===== config.mk =====
export PLATFORM = sky130hd
export DESIGN_NAME = pptr_div
export DESIGN_NICKNAME = d
export VERILOG_FILES = /design/src/rtl/pptr_div.sv
export SDC_FILE = /design/constraint.sdc
export NUM_CORES = 2
export LEC_CHECK = 0
export BUFFER_PORTS_ARGS = -buffer_cell sky130_fd_sc_hd__buf_4
export CAP_MARGIN = 20
export CORE_UTILIZATION = 52
export CTS_CLUSTER_DIAMETER = 80
export CTS_CLUSTER_SIZE = 10
export DETAILED_ROUTE_END_ITERATION = 10
export MAX_ROUTING_LAYER = met4
export PLACE_DENSITY = 0.71
export REMOVE_ABC_BUFFERS = 1
export SKIP_CTS_REPAIR_TIMING = 1
export SLEW_MARGIN = 10
export SYNTH_ARGS = -nofsm -noshare
export SYNTH_HDL_FRONTEND = slang
export SYNTH_SLANG_ARGS = --single-unit

===== constraint.sdc =====
create_clock -name i_clk -period 3 [get_ports i_clk]
set_input_delay 0.75 -clock i_clk [delete_from_list [all_inputs] [get_ports i_clk]]
set_output_delay 0.75 -clock i_clk [all_outputs]
set_load 0.01 [all_outputs]

===== src/rtl/pptr_div.sv =====
// ----------------------------------------------------------------------------
// pptr_div
// Pipelined restoring divider, one quotient bit per stage, with sideband.
// ----------------------------------------------------------------------------
`default_nettype none

module pptr_div #(
    parameter int unsigned NUM_W = 44,
    parameter int unsigned DEN_W = 11,
    parameter int unsigned SB_W  = 8
) (
    input  wire logic             i_clk,
    input  wire logic             i_rst_n,
    input  wire logic             i_en,
    input  wire logic             i_valid,
    input  wire logic [NUM_W-1:0] i_num,
    input  wire logic [DEN_W-1:0] i_den,
    input  wire logic [SB_W-1:0]  i_sb,
    output logic                  o_valid,
    output logic [NUM_W-1:0]      o_quot,
    output logic [SB_W-1:0]       o_sb
);

    // Each stage shifts in one numerator bit and makes one quotient bit.
    for (genvar k = 0; k < NUM_W; k++) begin : g_stage
        logic             w_v;
        logic [NUM_W-1:0] w_num;
        logic [DEN_W-1:0] w_rem;
        logic [DEN_W-1:0] w_den;
        logic [SB_W-1:0]  w_sb;
        logic [DEN_W:0]   n_trial;
        logic             n_ge;
        logic             r_v;
        logic [NUM_W-1:0] r_num;
        logic [SB_W-1:0]  r_sb;

        if (k == 0) begin : g_head
            assign w_v   = i_valid;
            assign w_num = i_num;
            assign w_rem = '0;
            assign w_den = i_den;
            assign w_sb  = i_sb;
        end else begin : g_link
            assign w_v   = g_stage[k-1].r_v;
            assign w_num = g_stage[k-1].r_num;
            assign w_rem = g_stage[k-1].g_carry.r_rem;
            assign w_den = g_stage[k-1].g_carry.r_den;
            assign w_sb  = g_stage[k-1].r_sb;
        end

        assign n_trial = {w_rem, w_num[NUM_W-1]};
        assign n_ge    = n_trial >= {1'b0, w_den};

        always_ff @(posedge i_clk) begin
            if (!i_rst_n) begin
                r_v <= 1'b0;
            end else if (i_en) begin
                r_v <= w_v;
            end
        end
        always_ff @(posedge i_clk) begin
            if (i_en) begin
                r_num <= {w_num[NUM_W-2:0], n_ge};
                r_sb  <= w_sb;
            end
        end

        // The last stage needs no remainder or divisor.
        if (k < NUM_W - 1) begin : g_carry
            logic [DEN_W-1:0] r_rem;
            logic [DEN_W-1:0] r_den;
            always_ff @(posedge i_clk) begin
                if (i_en) begin
                    r_rem <= n_ge ? DEN_W'(n_trial - {1'b0, w_den})
                                  : n_trial[DEN_W-1:0];
                    r_den <= w_den;
                end
            end
        end
    end

    assign o_valid = g_stage[NUM_W-1].r_v;
    assign o_quot  = g_stage[NUM_W-1].r_num;
    assign o_sb    = g_stage[NUM_W-1].r_sb;

endmodule

`default_nettype wire


Yosys cells after proc, flatten, opt, wreduce, memory -nomap -nowiden
Cells that the tools add are included.
{"block": "totals", "latchBits": 0, "ram_bits": 0, "romBits": 0, "inputBits": 67, "memories": 0, "output_inout_bits": 53, "register_bits": 3278, "wordCells": 349}
{"block": "classes", "n_lt_le_gt_ge": 44, "mux": 43, "bitwise_logic": 0, "multipliers": 0, "addsub": 43, "shifts": 0, "n_div": 0, "n_reduce_logical": 0, "eq_ne": 0}
{"op": "$ge A12 B11 Y1", "count": 43}
{"op": "$mux W11", "count": 42}
{"op": "$sub A11 B11 Y11", "count": 42}
{"op": "$ge A1 B11 Y1", "count": 1}
{"op": "$sub A1 B11 Y11", "count": 1}
{"op": "$mux W1", "count": 1}

Logic depth before layout (Yosys ltp)
{"block": "depth", "ltp_word": 2, "depth_mapped": 10, "mapped_depth_nobuf": 9}

Worst setup path after synthesis
OpenSTA, ideal clock, no wires.
{"block": "synth_path", "path_kind": "reg2reg", "startpoint": "reg g_stage[16].g_carry.r_den[0]", "endpoint": "reg g_stage[17].g_carry.r_rem[3], data pin", "required_time_ps": 2740, "stages_incl_launch_ff": 10, "setup_ps": 260, "n_path_buf": 1, "synth_period_minus_slack_ps": 2524, "path_slack_ps": 476, "arrival_time_ps": 2264, "cell_sequence": "edfxtp_1 ha_1 fa_1 nand2b_1 a21oi_1 a41o_1 a21oi_1 o221ai_2 buf_4 mux2_2"}
{"block": "synth_via", "elab_chain_len": 2, "elab_cells_between_ends": 3, "cone_classes": "add/sub (1); order compare (1); mux (1)"}
{"element": "start, declared", "line": "71", "source": "logic [DEN_W-1:0] r_den;"}
{"element": "start signal, assigned", "line": "76", "source": "r_den <= w_den;"}
{"element": "$ge A12 B11 Y1", "line": "52", "source": "assign n_ge = n_trial >= {1'b0, w_den};"}
{"element": "named net g_stage[17].n_ge", "line": "32", "source": "logic n_ge;"}
{"element": "$mux W11", "line": "74", "source": "r_rem <= n_ge ? DEN_W'(n_trial - {1'b0, w_den})"}
{"element": "end signal, assigned", "line": "74"}
{"element": "end, declared", "line": "70", "source": "logic [DEN_W-1:0] r_rem;"}
The timed path passes the listed nets, and every way through them passes these cells.
A chain may end at the register's enable or synchronous reset.

Worst setup path in the final report
{"block": "layout_path", "startpoint": "reg g_stage[9].g_carry.r_den[0]", "endpoint": "reg g_stage[10].g_carry.r_rem[6], data pin"}
{"block": "layout_via", "elab_chain_len": 2, "elab_cells_between_ends": 3, "cone_classes": "add/sub (1); order compare (1); mux (1)"}
{"element": "start, declared", "line": "71"}
{"element": "start signal, assigned", "line": "76"}
{"element": "$sub A11 B11 Y11 or $ge A12 B11 Y1 (tied branches)", "line": "74, 52"}
{"element": "$mux W11 (*)", "line": "74"}
{"element": "end signal, assigned", "line": "74"}
{"element": "end, declared", "line": "70"}
Every way passes the cells marked *; elsewhere a longest branch is shown, timed or not.

==> metrics.md <==
| Metric | Value |
|---|---|
| Status | `finished clean` |
| Compound-Gate Fraction of Synth Area | `6.55%` |
| Main synth FF type | `edfxtp_1` |
| Layout Utilization | `59.1%` |
| VDD IR max | `0.650 mV` |
| CTS clk-pin slew, worst paths | `0.05 ns` |
| IO Port Bufs | `119` |
| Clock Skew | `0.0671 ns` |
| Drt drc | `0` |
| Largest net degree at the start of global routing | `153` |
| Core area | `246000 µm²` |
| Detail Route Antenna Nets | `0` |
| Commonest non-fill, non-tap cells in the layout | `3234 x edfxtp_1, 642 x inv_1, 475 x ha_1` |
| Yosys reg bits | `3278` |
| NetSw | `0.0366 W` |
| Startpoint types | `register` |
| Crit Path Class | `register to register` |
| WL/cell | `16.9 µm` |
| Cells after Synth | `7274` |
| Final Critical Period | `2.88 ns` |
| Max cap viols | `0` |
| DIE AREA | `249000 µm²` |
| Clk sink count | `3278` |
| Post-synth EDFFs | `3234` |
| Nature of the critical path endpoint | `register` |
| XOR/XNOR Fraction of Synth Area | `1.85%` |
| Post-detail-place hpwl | `121 mm` |
| First-pass GRT wire length | `306 mm` |
| Initial core utilization | `52.3%` |
| Leak Pwr | `53.0 nW` |
| Setup TNS | `0 ns` |
| Fin. Hold Viols | `0` |
| HP Start | `i_valid` |
| Htree depth | `5` |
| Routed wire length | `189 mm` |
| Critical path arrival | `3.50 ns` |
| Vias per inst | `5.36` |
| Die W | `499 µm` |
| Synth Area in Simple Gates | `3.18%` |
| First-pass DRT Iterations | `6` |
| Pwr/cell area | `925 nW/µm²` |
| Setup violations, final | `0` |
| CP max FO | `12` |
| Clock Latency Late Sink | `0.93 ns` |
| Number of global-route vias before repair | `60800` |
| Io pins | `120` |
| Largest family of logic cells by synthesized area | `compound AO/OA/AOI/OAI gates` |
| Worst-margin pin slew | `0.978 ns` |
| Detailed Route Iter0 Violations | `3549` |
| GP Congestion | `0.882` |
| Crit path launch | `g_stage[10].w_den[0]` |
| Post-route cell area | `145000 µm²` |
| CTS tree | `yes` |
| Combinational share of power | `26.1%` |
| Layout area overhead | `13.1%` |
| Initial antenna violation count | `1` |
| RSZ-0062 raised after global routing | `no` |
| Seq/Total Area, Yosys | `76.2%` |
| Slew Limit Fails | `0` |
| Synthesized area | `129000 µm²` |
| Leading cell type in the layout, fill and taps excluded | `edfxtp_1` |
| Post-synthesis mux area share | `4.64%` |
| GRT overflow | `0` |
| # rows | `182` |
| Internal Pwr Total | `0.0980 W` |
| Worst hold path type | `input port to register` |
| Fin Hold WS | `0.102 ns` |
| Clock share of power | `28.4%` |
| Layout cells sized above 1 | `14.9%` |
| Via Count | `59900` |
| Synth warn | `0` |
| Mean Syn Cell Area | `17.7 µm²` |
| Tcrit/Tclk final | `95.9%` |
| Max Buffers Root-to-Sink | `4` |
| Unique masters post-synth | `61` |
| Number of buffers created by CTS | `378` |
| Worst Path Required | `3.62 ns` |
| Sequential power share | `45.5%` |
| Fmax | `0.348 GHz` |
| Die Y | `499 µm` |
| Adder-cell share of the synthesized area | `5.28%` |
| RR Startpoint | `g_stage[10].w_den[0]` |
| Tot GR Track Use | `15.4%` |
| Final nets | `8505` |
| Synth async-reset ratio | `0%` |
| Switching share of total power | `27.2%` |
| Placed cell areas | `135000 µm²` |
| Worst relative slew slack | `34.8%` |
| Clk Tree Root Cell | `clkbuf_16` |
## path summary, 6_finish.rpt
kind | endpoint | slack, ns | depth (start not counted)
max reg2reg | g_stage[10].g_carry.r_rem[6] | 0.12 | 9
max | g_stage[10].g_carry.r_rem[6] | 0.12 | 9
min reg2reg | g_stage[22].r_num[31] | 0.39 | 0
min | g_stage[0].r_v | 0.10 | 3
## cell usage after synthesis, drive strengths merged, types with 114 or more instances
cell    number  area [µm²]
a21oi      308        1700
edfxtp    3234       97100
ha         475        5940
inv        642        2410
mux2       414        4660
mux2i      130        1300
nand2b     118         738
nor2       345        1290
nor2b      139         870
o21a       160        1200
o21ai      172         861
o21bai     114         920
xnor2      189        1660
## kinds of logic (layout without fill, tap and decap cells)
| kind of cell | after synthesis | after routing |
|---|---|---|
| fa+ha+maj | 517 | 517 |
| other cells | 0 | 1 |
| simple gates | 814 | 814 |
| mux | 544 | 544 |
| xor+xnor | 272 | 272 |
| compound gates | 1133 | 1133 |
| flops | 3278 | 3278 |
| buf+inv | 716 | 1406 |
## sequential cells by signal (all words and copies together), names as in the netlist
name	flops
g_stage.w_num	44
g_stage.r_sb	336
o_quot	44
g_stage.g_carry.r_den	462
o_valid	1
g_stage.w_v	1
g_stage.w_sb	8
g_stage.w_den	11
g_stage.r_num	1848
g_stage.r_v	42
o_sb	8
g_stage.w_rem	11
g_stage.g_carry.r_rem	462
## layer usage
metal,up-vias,GRT usage (%),wire length (µm)
li1,28900,-,-
met1,29400,19.6,83100
met4,0,5.73,5920
met2,1179,25.0,92000
met3,482,2.71,7870
met5,-,-,0
## critical path, cell delays in order, from the launching register on
cell and delay [ns]:
edfxtp_1 0.50, ha_1 0.26, fa_1 0.40, nand2b_1 0.18, a21oi_2 0.28, a41oi_2 0.09
o21bai_2 0.25, a2111oi_4 0.10, buf_4 0.21, mux2_1 0.37
## cell type report
class / count / area [µm²]
clock buffers: 407 / 9630
clock inverters: 16 / 199
diodes: 1 / 2.50
flip-flops and latches: 3278 / 98000
repair buffers: 341 / 3320
inverters: 642 / 2410
fillers: 17800 / 101000
well taps: 3220 / 4030
multi-input cells: 3280 / 27800
## metrics by stage
step,setup slack [ns],power (W),instances
3_3_place_gp,0.120,0.0945,10700
6_report,0.123,0.135,11200
2_1_floorplan,0.356,0.0876,7200
4_1_cts,-0.0405,0.135,11100
5_1_grt,0.0170,0.141,11200
3_5_place_dp,0.0153,0.0961,10700
## power groups by stage
stage	sequential (W)	clock, W	combinational (W)
floorplan	0.0608	0	0.0268
global placement	0.0621	0	0.0325
detailed placement	0.0621	0	0.0340
CTS	0.0613	0.0395	0.0344
global route	0.0618	0.0412	0.0385
finish	0.0613	0.0382	0.0351
Note: power is estimated with default switching activity, not from simulation.
